===== src/hdl/bpq_pkg.sv =====
// ----------------------------------------------------------------------------
// bpq_pkg
// Shared types and constants for the button press queue: item and register
// codes, reset values of the direction registers and the cell control bundle.
// ----------------------------------------------------------------------------
package bpq_pkg;

  // Default capacity of each player's queue.
  localparam int QUEUE_DEPTH_DEFAULT = 8;

  // Width of a direction code.
  localparam int CODE_W = 2;

  // Number of direction buttons per player.
  localparam int NUM_DIRS = 4;

  // Item functions.
  localparam logic FUNC_SCAN = 1'b0;
  localparam logic FUNC_TAKE = 1'b1;

  // Configuration register indexes.
  localparam logic [1:0] REG_UP    = 2'd0;
  localparam logic [1:0] REG_DOWN  = 2'd1;
  localparam logic [1:0] REG_LEFT  = 2'd2;
  localparam logic [1:0] REG_RIGHT = 2'd3;

  // Reset values of the direction registers.
  localparam logic [CODE_W-1:0] UP_RESET    = 2'd0;
  localparam logic [CODE_W-1:0] DOWN_RESET  = 2'd1;
  localparam logic [CODE_W-1:0] LEFT_RESET  = 2'd2;
  localparam logic [CODE_W-1:0] RIGHT_RESET = 2'd3;

  // Control for one storage cell of a queue.
  typedef struct packed {
    logic              shift;
    logic              load;
    logic [CODE_W-1:0] code;
  } cell_ctrl_t;

endpackage


===== src/hdl/bpq_cell.sv =====
// ----------------------------------------------------------------------------
// bpq_cell
// One entry of a queue. It takes its neighbor's code when the queue pops and
// a new code when a push lands on it.
// ----------------------------------------------------------------------------
module bpq_cell (
  input  logic                        clk,
  input  bpq_pkg::cell_ctrl_t         ctrl,
  input  logic [bpq_pkg::CODE_W-1:0]  from_next,
  output logic [bpq_pkg::CODE_W-1:0]  data
);

  always_ff @(posedge clk) begin
    if (ctrl.shift) begin
      data <= from_next;
    end else if (ctrl.load) begin
      data <= ctrl.code;
    end
  end

endmodule


===== src/hdl/bpq_queue.sv =====
// ----------------------------------------------------------------------------
// bpq_queue
// One player's queue: a chain of cells with the head in cell 0, a fill count
// and a copy of the tail code for the repeat-press check.
// ----------------------------------------------------------------------------
module bpq_queue #(
  parameter int QUEUE_DEPTH = bpq_pkg::QUEUE_DEPTH_DEFAULT,
  localparam int CW = $clog2(QUEUE_DEPTH + 1)
) (
  input  logic                                              clk,
  input  logic                                              rst,
  input  logic                                              scan,
  input  logic                                              pop,
  input  logic [bpq_pkg::NUM_DIRS-1:0]                      nibble,
  input  logic [bpq_pkg::NUM_DIRS-1:0][bpq_pkg::CODE_W-1:0] push_codes,
  output logic [bpq_pkg::CODE_W-1:0]                        head,
  output logic [CW-1:0]                                     count
);

  logic [bpq_pkg::CODE_W-1:0] cell_data [QUEUE_DEPTH];
  logic [bpq_pkg::NUM_DIRS-1:0] acc;
  logic [CW-1:0] pos [bpq_pkg::NUM_DIRS];
  logic [CW-1:0] count_next;
  logic [CW-1:0] scan_count;
  logic [bpq_pkg::CODE_W-1:0] tail;
  logic [bpq_pkg::CODE_W-1:0] tail_next;
  logic [bpq_pkg::CODE_W-1:0] scan_tail;
  logic do_pop;

  assign do_pop = pop && (count != '0);
  assign head   = cell_data[0];

  // Walk the four directions in order; each accepted push moves the tail.
  always_comb begin
    logic [CW-1:0] n;
    logic [bpq_pkg::CODE_W-1:0] t;
    logic [bpq_pkg::CODE_W-1:0] c;
    n = count;
    t = tail;
    for (int k = 0; k < bpq_pkg::NUM_DIRS; k++) begin
      c      = push_codes[k];
      pos[k] = n;
      acc[k] = scan && !nibble[c] && (n < CW'(QUEUE_DEPTH)) &&
               !((n != '0) && (t == c));
      if (acc[k]) begin
        t = c;
        n = n + CW'(1);
      end
    end
    scan_count = n;
    scan_tail  = t;
  end

  always_comb begin
    if (do_pop) begin
      count_next = count - CW'(1);
    end else if (scan) begin
      count_next = scan_count;
    end else begin
      count_next = count;
    end
    tail_next = scan ? scan_tail : tail;
  end

  always_ff @(posedge clk) begin
    if (rst) begin
      count <= '0;
    end else begin
      count <= count_next;
    end
  end

  // The tail copy is only consulted while the count is nonzero.
  always_ff @(posedge clk) begin
    tail <= tail_next;
  end

  for (genvar i = 0; i < QUEUE_DEPTH; i++) begin : g_cell
    bpq_pkg::cell_ctrl_t ctrl;
    logic [bpq_pkg::CODE_W-1:0] from_next;

    if (i == QUEUE_DEPTH - 1) begin : g_last
      assign from_next = '0;
    end else begin : g_mid
      assign from_next = cell_data[i+1];
    end

    always_comb begin
      ctrl.shift = do_pop;
      ctrl.load  = 1'b0;
      ctrl.code  = push_codes[0];
      for (int k = 0; k < bpq_pkg::NUM_DIRS; k++) begin
        if (acc[k] && (pos[k] == CW'(i))) begin
          ctrl.load = 1'b1;
          ctrl.code = push_codes[k];
        end
      end
    end

    bpq_cell u_cell (
      .clk       (clk),
      .ctrl      (ctrl),
      .from_next (from_next),
      .data      (cell_data[i])
    );
  end

endmodule


===== src/hdl/button_press_queue.sv =====
// ----------------------------------------------------------------------------
// button_press_queue
// Two per-player queues of direction-button presses fed by button scans and
// drained one entry per take transaction.
// ----------------------------------------------------------------------------
// The block takes one transaction per clock cycle unless its input is
// stalled. A scan transaction carries an active-low button byte (player 0
// in bits 7:4, player 1 in bits 3:0); if the byte differs from the last one
// that was acted on, every pressed button of each player is pushed in the
// order up, down, left, right, skipping a push that repeats the queue's tail
// and any push once the queue is full. All four pushes of both players
// complete in the same cycle, so a scan produces no result and is finished
// when it is accepted. A take transaction pops the head of the selected
// player's queue and its result is registered in the output register. Each
// queue is a chain of storage cells with the head in the first cell; a pop
// shifts every cell one place toward the head. The input is stalled only
// while a result waits in the output register and the downstream side is
// stalling it. The direction registers are written through the plain write
// port and should only change while the block is idle.
// ----------------------------------------------------------------------------
module button_press_queue #(
  parameter int QUEUE_DEPTH = bpq_pkg::QUEUE_DEPTH_DEFAULT
) (
  input  logic        clk,
  input  logic        rst,
  // Item channel.
  input  logic        in_valid,
  output logic        in_stall,
  input  logic        func,
  input  logic [7:0]  button_byte,
  input  logic        player,
  // Result channel.
  output logic        out_valid,
  input  logic        out_stall,
  output logic        has_button,
  output logic [1:0]  button_code,
  output logic [3:0]  entries_left,
  // Configuration write port.
  input  logic        write_enable,
  input  logic [1:0]  reg_index,
  input  logic [1:0]  write_data
);

  localparam int CW = $clog2(QUEUE_DEPTH + 1);

  logic [bpq_pkg::CODE_W-1:0] up_bit;
  logic [bpq_pkg::CODE_W-1:0] down_bit;
  logic [bpq_pkg::CODE_W-1:0] left_bit;
  logic [bpq_pkg::CODE_W-1:0] right_bit;
  logic [7:0] previous_byte;

  logic in_accept;
  logic scan_go;
  logic take_go;
  logic [bpq_pkg::NUM_DIRS-1:0][bpq_pkg::CODE_W-1:0] push_codes;
  logic [bpq_pkg::CODE_W-1:0] head0;
  logic [bpq_pkg::CODE_W-1:0] head1;
  logic [CW-1:0] count0;
  logic [CW-1:0] count1;
  logic [bpq_pkg::CODE_W-1:0] sel_head;
  logic [CW-1:0] sel_count;

  // A new transaction is held off only while a finished result is stalled.
  assign in_stall  = out_valid && out_stall;
  assign in_accept = in_valid && !in_stall;

  // A scan whose byte matches the previous one changes nothing at all.
  assign scan_go = in_accept && (func == bpq_pkg::FUNC_SCAN) &&
                   (button_byte != previous_byte);
  assign take_go = in_accept && (func == bpq_pkg::FUNC_TAKE);

  // Push order is up, down, left, right; each code is also its bit index.
  assign push_codes[0] = up_bit;
  assign push_codes[1] = down_bit;
  assign push_codes[2] = left_bit;
  assign push_codes[3] = right_bit;

  always_ff @(posedge clk) begin
    if (rst) begin
      up_bit    <= bpq_pkg::UP_RESET;
      down_bit  <= bpq_pkg::DOWN_RESET;
      left_bit  <= bpq_pkg::LEFT_RESET;
      right_bit <= bpq_pkg::RIGHT_RESET;
    end else if (write_enable) begin
      unique case (reg_index)
        bpq_pkg::REG_UP:    up_bit    <= write_data;
        bpq_pkg::REG_DOWN:  down_bit  <= write_data;
        bpq_pkg::REG_LEFT:  left_bit  <= write_data;
        bpq_pkg::REG_RIGHT: right_bit <= write_data;
        default: ;
      endcase
    end
  end

  always_ff @(posedge clk) begin
    if (rst) begin
      previous_byte <= '0;
    end else if (scan_go) begin
      previous_byte <= button_byte;
    end
  end

  bpq_queue #(.QUEUE_DEPTH(QUEUE_DEPTH)) u_queue0 (
    .clk        (clk),
    .rst        (rst),
    .scan       (scan_go),
    .pop        (take_go && (player == 1'b0)),
    .nibble     (button_byte[7:4]),
    .push_codes (push_codes),
    .head       (head0),
    .count      (count0)
  );

  bpq_queue #(.QUEUE_DEPTH(QUEUE_DEPTH)) u_queue1 (
    .clk        (clk),
    .rst        (rst),
    .scan       (scan_go),
    .pop        (take_go && (player == 1'b1)),
    .nibble     (button_byte[3:0]),
    .push_codes (push_codes),
    .head       (head1),
    .count      (count1)
  );

  assign sel_head  = player ? head1 : head0;
  assign sel_count = player ? count1 : count0;

  // Output register: loaded by a take, emptied when the result is taken.
  always_ff @(posedge clk) begin
    if (rst) begin
      out_valid <= 1'b0;
    end else if (take_go) begin
      out_valid <= 1'b1;
    end else if (out_valid && !out_stall) begin
      out_valid <= 1'b0;
    end
  end

  // An empty queue reports zeros in every field.
  always_ff @(posedge clk) begin
    if (take_go) begin
      if (sel_count != '0) begin
        has_button   <= 1'b1;
        button_code  <= sel_head;
        entries_left <= 4'(sel_count - CW'(1));
      end else begin
        has_button   <= 1'b0;
        button_code  <= '0;
        entries_left <= '0;
      end
    end
  end

endmodule


===== config.mk =====
export PLATFORM = sky130hd
export DESIGN_NAME = button_press_queue
export DESIGN_NICKNAME = d
export VERILOG_FILES = /design/src/hdl/bpq_pkg.sv /design/src/hdl/bpq_cell.sv /design/src/hdl/bpq_queue.sv /design/src/hdl/button_press_queue.sv
export SDC_FILE = /design/constraint.sdc
export NUM_CORES = 1
export LEC_CHECK = 0
export ABC_AREA = 1
export ABC_CLOCK_PERIOD_IN_PS = 6800
export BUFFER_PORTS_ARGS = -buffer_cell sky130_fd_sc_hd__buf_2
export CAP_MARGIN = 20
export CORE_UTILIZATION = 40
export CTS_BUF_LIST = sky130_fd_sc_hd__clkbuf_8
export DETAILED_ROUTE_END_ITERATION = 12
export GPL_ROUTABILITY_DRIVEN = 1
export PLACE_DENSITY = 0.55
export SLEW_MARGIN = 20
export SYNTH_ARGS = -nofsm -noshare
export SYNTH_HDL_FRONTEND = slang
export SYNTH_SLANG_ARGS = --single-unit
export TNS_END_PERCENT = 1

===== constraint.sdc =====
create_clock -name clk -period 6.8 [get_ports clk]
set_input_delay 1.7 -clock clk [delete_from_list [all_inputs] [get_ports clk]]
set_output_delay 1.7 -clock clk [all_outputs]
set_load 0.01 [all_outputs]

==> results of run 1 <==
per-layer routing:
layer	share of wire, %	track usage [%]	vias up	routed length, um
li1	-	-	3598	-
met1	45	32.9	3222	9990
met2	46	41.9	211	10100
met3	6.0	4.65	42	1320
met4	3.0	9.61	2	669
met5	0.059	0	-	13
Yosys cell counts, drive strengths merged:
cell type / instances
nand3b: 3
nand2: 296
dfxtp: 29
clkinv: 2
o211ai: 22
o31ai: 1
a21boi: 1
nand3: 180
o21ai: 71
xnor2: 6
a31oi: 3
clkbuf: 28
nand4: 69
buf: 17
o2111ai: 1
a211oi: 4
inv: 111
mux2i: 4
or2: 2
edfxtp: 39
xor2: 9
nor3: 7
ha: 34
a21oi: 49
nor2: 58
cells in the final DEF, fill, tap and decap left out, types with 8 or more instances in the layout:
| cell type | count |
|---|---|
| nand4_1 | 66 |
| nor2_4 | 8 |
| dfxtp_1 | 29 |
| ha_1 | 34 |
| inv_2 | 12 |
| nand2_1 | 254 |
| o211ai_1 | 22 |
| o21ai_0 | 62 |
| inv_1 | 100 |
| edfxtp_1 | 39 |
| buf_4 | 16 |
| nand2_2 | 28 |
| xor2_1 | 9 |
| nand3_1 | 168 |
| a21oi_1 | 49 |
| nor2_1 | 45 |
| buf_2 | 27 |
| clkbuf_8 | 9 |
| nand2_4 | 14 |
worst max-delay path: cells and delay by family:
family                   cells  cell delay, ns
AND/OR/NAND/NOR             17            2.57
adder cells (fa/ha/maj)      3            0.73
buffers and inverters        6            0.61
AO/OA/AOI/OAI                1            0.50
XOR/XNOR                     1            0.26
stage by stage:
step / hold slack, ns / instances
after floorplan: 0.464 / 1046
after global placement: 0.477 / 1264
after detailed placement: 0.478 / 1264
after CTS: 0.489 / 1280
after global routing: 0.505 / 1280
final: 0.485 / 1280
sequential cells by signal (all words and copies together) (netlist names):
| signal | flops |
|---|---|
| left_bit | 2 |
| u_queue0.tail | 2 |
| entries_left | 4 |
| u_queue1.count | 4 |
| has_button | 1 |
| u_queue1.tail | 2 |
| button_code | 2 |
| u_queue0.g_cell.u_cell.data | 16 |
| down_bit | 2 |
| previous_byte | 8 |
| u_queue0.count | 4 |
| out_valid | 1 |
| u_queue1.g_cell.u_cell.data | 16 |
| right_bit | 2 |
| up_bit | 2 |
power groups by stage:
stage,Sequential [uW],Combinational (uW),Clock [uW]
3_3_place_gp,541,746,0
3_5_place_dp,541,747,0
6_report,531,756,461
4_1_cts,532,750,470
5_1_grt,537,845,480
2_1_floorplan,531,576,0
worst max-delay path by stage:
stage / to / slack (ns)
after floorplan: u_queue1.g_cell[3].u_cell.data[0] / 1.17
after global placement: u_queue1.count[2] / 0.25
after detailed placement: u_queue1.g_cell[4].u_cell.data[0] / 0.21
after CTS: u_queue1.count[2] / 0.59
after global routing: u_queue1.g_cell[3].u_cell.data[1] / 0.08
final: u_queue1.g_cell[3].u_cell.data[1] / 0.52
logic make-up (layout without fill, tap and decap cells):
kind of cell             count (synthesis)  count (layout)  share of synthesized area, %
adder cells (fa/ha/maj)                 34              34                          6.09
AND/OR/NAND/NOR                        615             615                          44.6
multiplexers                             4               4                         0.573
AO/OA/AOI/OAI                          152             152                          12.5
XOR/XNOR                                15              15                          1.88
flip-flops                              68              68                          25.1
buffers and inverters                  158             172                          9.24
cell type report:
type,count,area (um2)
Tap cell,220,275
Inverter,113,424
Sequential cell,68,1750
Timing Repair Buffer,43,255
Multi-Input combinational cell,820,4590
Clock buffer,9,124
Clock inverter,7,140
Fill cell,1801,9260
==> flow_summary.toml, run 1 <==
[worst_setup_path]
reg2reg_depth = 27
crit_fanout = 12
crit_slowest_cell = "o21ai_0"
worstPathRequired_ns = 6.87
worstReg2RegStart = "up_bit[0]"
crit_start = "button_byte[4]"
crit_path_start_kind = "input pin"
r2r_end = "u_queue1.g_cell[3].u_cell.data[1]"
slowest_delay_ns = 0.50
critPathKind = "input pin to flop"
arrival_ns = 6.35
cp-end-kind = "flop"
ff2ff_setup_slack_ns = 1.25

[global_routing]
track_usage_pct = 25.4
antenna_found_initial = 1
grt_overflow = 0
grt_pass1_vias = 6536
grt_max_degree = 28
grt_first_pass_wirelength_um = 35000

[die]
die_y_um = 134
start_util_pct = 41.5
rows = 47
core-area_um2 = 16800
io_pins = 28
dieWidth_um = 134
dieArea_um2 = 18000

[clock_tree]
clk_pin_slew_ns = 0.08
cts_resized = 0
postCtsHoldBufs = 0
tritoncts = "built"
clockRootBuffer = "clkbuf_8"
insertion_delay_ns = 0.38
numCtsBuffers = 9
postCtsSetupRepairBufs = 0
clock_sinks = 68
htreeDepth = 3
clockBufferDepth = 2

[pwr]
switching_share_pct = 42.2
power_frac_seq_pct = 30.4
peakVddDrop_uv = 128
comb_power_share_pct = 43.2
p_leak_uw = 0.00355
finalPower_uw = 1750
power.switching_uw = 737
power.internal_uw = 1010
power_density_nw_per_um2 = 231
clockPowerShare_pct = 26.4

[timing]
final_max_slew_viol_count = 0
clock_skew_ns = 0.0130
post-route-period-util_pct = 92.3
tightest_slew_ns = 0.983
postLayoutSetupSlackWorst_ns = 0.521
min_period_ns = 6.28
fin_tns_setup_ns = 0
final-setup-viol-count = 0
hold_violations = 0
relSlewSlack_pct = 34.4
rsz0062_at_grt = "no"
max_freq_mhz = 159

[synthesis]
synth_top_area_share_pct = 16.8
yosysTopAreaCell = "edfxtp_1"
syn_inst = 1046
synth_area_um2 = 6980
synth_nets = 1099
ys_warn_count = 0
avgSynthCellArea_um2 = 6.68
synth.distinct_cells = 41
synth.ff_latch_count = 68
ys_top_cells_by_area = "edfxtp_1 17%, nand2_1 14%, nand3_1 12%"
ys_seq_area_share_pct = 25.1

[finish]
layout.nets = 1108
areaGrowthSynthToFinish_pct = 8.20
post_route_cells_drive_above_1_share_pct = 13.7
diodes = 0
final_util_pct = 44.9
stdcell_area_um2 = 7560

[placement]
place.gp.congestion = 0.915
port_buffers = 27
dpl_cell_area_um2 = 7290
dp_hpwl_um = 16100
dp_slack_ns = 0.206

[route]
drtPass1Iterations = 5
drtIter0Drc = 613
viasPerCell = 5.53
wirelength_um = 22100
vias = 7075
routedWlPerCell_um = 17.3
ant_nets = 0
route.detailed.drc = 0

[hold_path]
min_path_cells = 2
holdPathEnd = "u_queue0.g_cell[7].u_cell.data[0]"
hp-start = "u_queue0.g_cell[7].u_cell.data[0]"
hold_class = "flop to flop"

[job]
cap_viol_max_count = 0

[status]
status = "complete, no violations"
(Power assumes the default switching activity.)
==> run 2, diff against run 1 <==
Settings changed: CORE_UTILIZATION 40 to 60, PLACE_DENSITY 0.55 to 0.77.
==> run 2 against run 1 <==
Cell area fell by 2.0%. Core utilization increased by 20 points. Cell count fell by 6.1%. Clock skew is 0.0062 ns higher. Critical path depth up 4. Non-clock buffer count shrank 1. Power is 4.3% lower. Via count is 3.6% higher. Largest power group unchanged. Sequential cell count unchanged. Register-to-register slack better by 0.13 ns. Largest cell class unchanged. Critical path type unchanged. Fmax increased by 4.9%. Highest routed layer is now met4. Sequential share of layout area up 0.48 points.
==> flow_summary.toml, run 2 (synthesized netlist as in run 1, its figures left out) <==
[global_routing]
grt_first_pass_wirelength_um = 33400
antenna_found_initial = 0
grt_overflow = 0
grt_pass1_vias = 6905
grt_max_degree = 28
track_usage_pct = 36.6

[hold_path]
holdPathEnd = "u_queue0.g_cell[7].u_cell.data[1]"
hp-start = "u_queue0.g_cell[7].u_cell.data[1]"
min_path_cells = 2
hold_class = "flop to flop"

[timing]
clock_skew_ns = 0.0192
relSlewSlack_pct = 33.4
fin_tns_setup_ns = 0
rsz0062_at_grt = "no"
max_freq_mhz = 167
final_max_slew_viol_count = 0
post-route-period-util_pct = 88.0
fin_hold_ws_ns = 0.485
postLayoutSetupSlackWorst_ns = 0.814
min_period_ns = 5.99
hold_violations = 0
tightest_slew_ns = 0.997
final-setup-viol-count = 0

[finish]
layout.nets = 1107
diodes = 0
post_route_cells_drive_above_1_share_pct = 13.5
areaGrowthSynthToFinish_pct = 6.02
final_common_cell = "nand2_1"
layout_common_cells = "254 x nand2_1, 168 x nand3_1, 99 x inv_1"
largestRegisters = "u_queue0.g_cell.u_cell.data (16), u_queue1.g_cell.u_cell.data (16), previous_byte (8)"

[placement]
place.gp.congestion = 0.986
dp_slack_ns = 0.510
dp_hpwl_um = 14800
port_buffers = 27

[die]
dieWidth_um = 110
dieArea_um2 = 12100
core-area_um2 = 11400
io_pins = 28
rows = 39
die_y_um = 110
start_util_pct = 61.4

[worst_setup_path]
r2r_end = "u_queue0.g_cell[6].u_cell.data[0]"
ff2ff_setup_slack_ns = 1.38
cpMostUsedCell = "nand2_1"
critPathKind = "input pin to flop"
worstReg2RegStart = "up_bit[0]"
crit_path_start_kind = "input pin"
cp-end-kind = "flop"
slowest_delay_ns = 0.26
reg2reg_depth = 29
crit_fanout = 18
arrival_ns = 6.13
worstPathRequired_ns = 6.95
crit_slowest_cell = "o21ai_0"

[job]
cap_viol_max_count = 0

[clock_tree]
insertion_delay_ns = 0.39
postCtsHoldBufs = 0
postCtsSetupRepairBufs = 0
numCtsBuffers = 9
clockBufferDepth = 2
clock_sinks = 68
clk_pin_slew_ns = 0.09
clockRootBuffer = "clkbuf_8"
tritoncts = "built"
cts_resized = 0
htreeDepth = 3

[route]
viasPerCell = 6.10
ant_nets = 0
vias = 7331
routedWlPerCell_um = 17.1
wirelength_um = 20600
drtIter0Drc = 613
route.detailed.drc = 0
drtPass1Iterations = 6

[status]
status = "complete, no violations"

[pwr]
peakVddDrop_uv = 141
power_density_nw_per_um2 = 226
p_leak_uw = 0.00351
-- run 2: changes by cell type in the layout (fill, tap and decap cells not counted) --
cell / delta
clkinv_4: +1
clkinv_1: +2
bufinv_16: -2
clkinvlp_4: +1
inv_6: -1
inv_1: -1
buf_4: -1
-- run 2: final cells by class --
| class | count | area (um2) |
|---|---|---|
| Fill cell | 1071 | 3970 |
| Multi-Input combinational cell | 820 | 4590 |
| Clock inverter | 7 | 91.3 |
| Tap cell | 143 | 179 |
| Inverter | 113 | 424 |
| Timing Repair Buffer | 42 | 248 |
| Clock buffer | 9 | 124 |
| Sequential cell | 68 | 1750 |
-- run 2: power by group --
group / switching [uW] / internal [uW] / leakage, uW / total (uW)
clock network: 177 / 204 / 0.000101 / 381
registers: 37.9 / 500 / 0.000603 / 538
logic: 517 / 236 / 0.00281 / 753
-- run 2: worst max path at each step --
stage / from / end
5_1_grt: button_byte[5] / u_queue1.g_cell[3].u_cell.data[1]
3_3_place_gp: button_byte[4] / u_queue1.g_cell[2].u_cell.data[0]
2_1_floorplan: button_byte[2] / u_queue1.g_cell[3].u_cell.data[0]
4_1_cts: button_byte[4] / u_queue1.g_cell[3].u_cell.data[0]
6_report: button_byte[4] / u_queue1.g_cell[2].u_cell.data[1]
3_5_place_dp: button_byte[4] / u_queue1.g_cell[3].u_cell.data[0]
-- run 2: critical path, delay by kind of cell --
family | cells | cell delay [ns]
xor gates and xnor gates | 1 | 0.23
AOI/OAI and AO/OA | 1 | 0.26
buffers and inverters | 7 | 0.90
adders and majority gates | 3 | 0.70
and+or+nand+nor | 20 | 2.32
-- run 2: through the flow --
step | cell area (um2) | total power (uW) | cells | utilization [%]
floorplan | 6980 | 1110 | 1046 | -
global placement | 7190 | 1270 | 1186 | 63.2
detailed placement | 7190 | 1280 | 1186 | 63.2
CTS | 7400 | 1660 | 1202 | 65.1
global route | 7400 | 1780 | 1202 | 65.1
finish | 7400 | 1670 | 1202 | 65.1
-- run 2: routing by layer --
metal | track usage, % | vias to the layer above | wire (um)
met5 | 0 | - | 0
met2 | 59.8 | 339 | 9470
li1 | - | 3594 | -
met3 | 7.82 | 81 | 1970
met4 | 20.3 | 0 | 884
met1 | 44.5 | 3317 | 8270
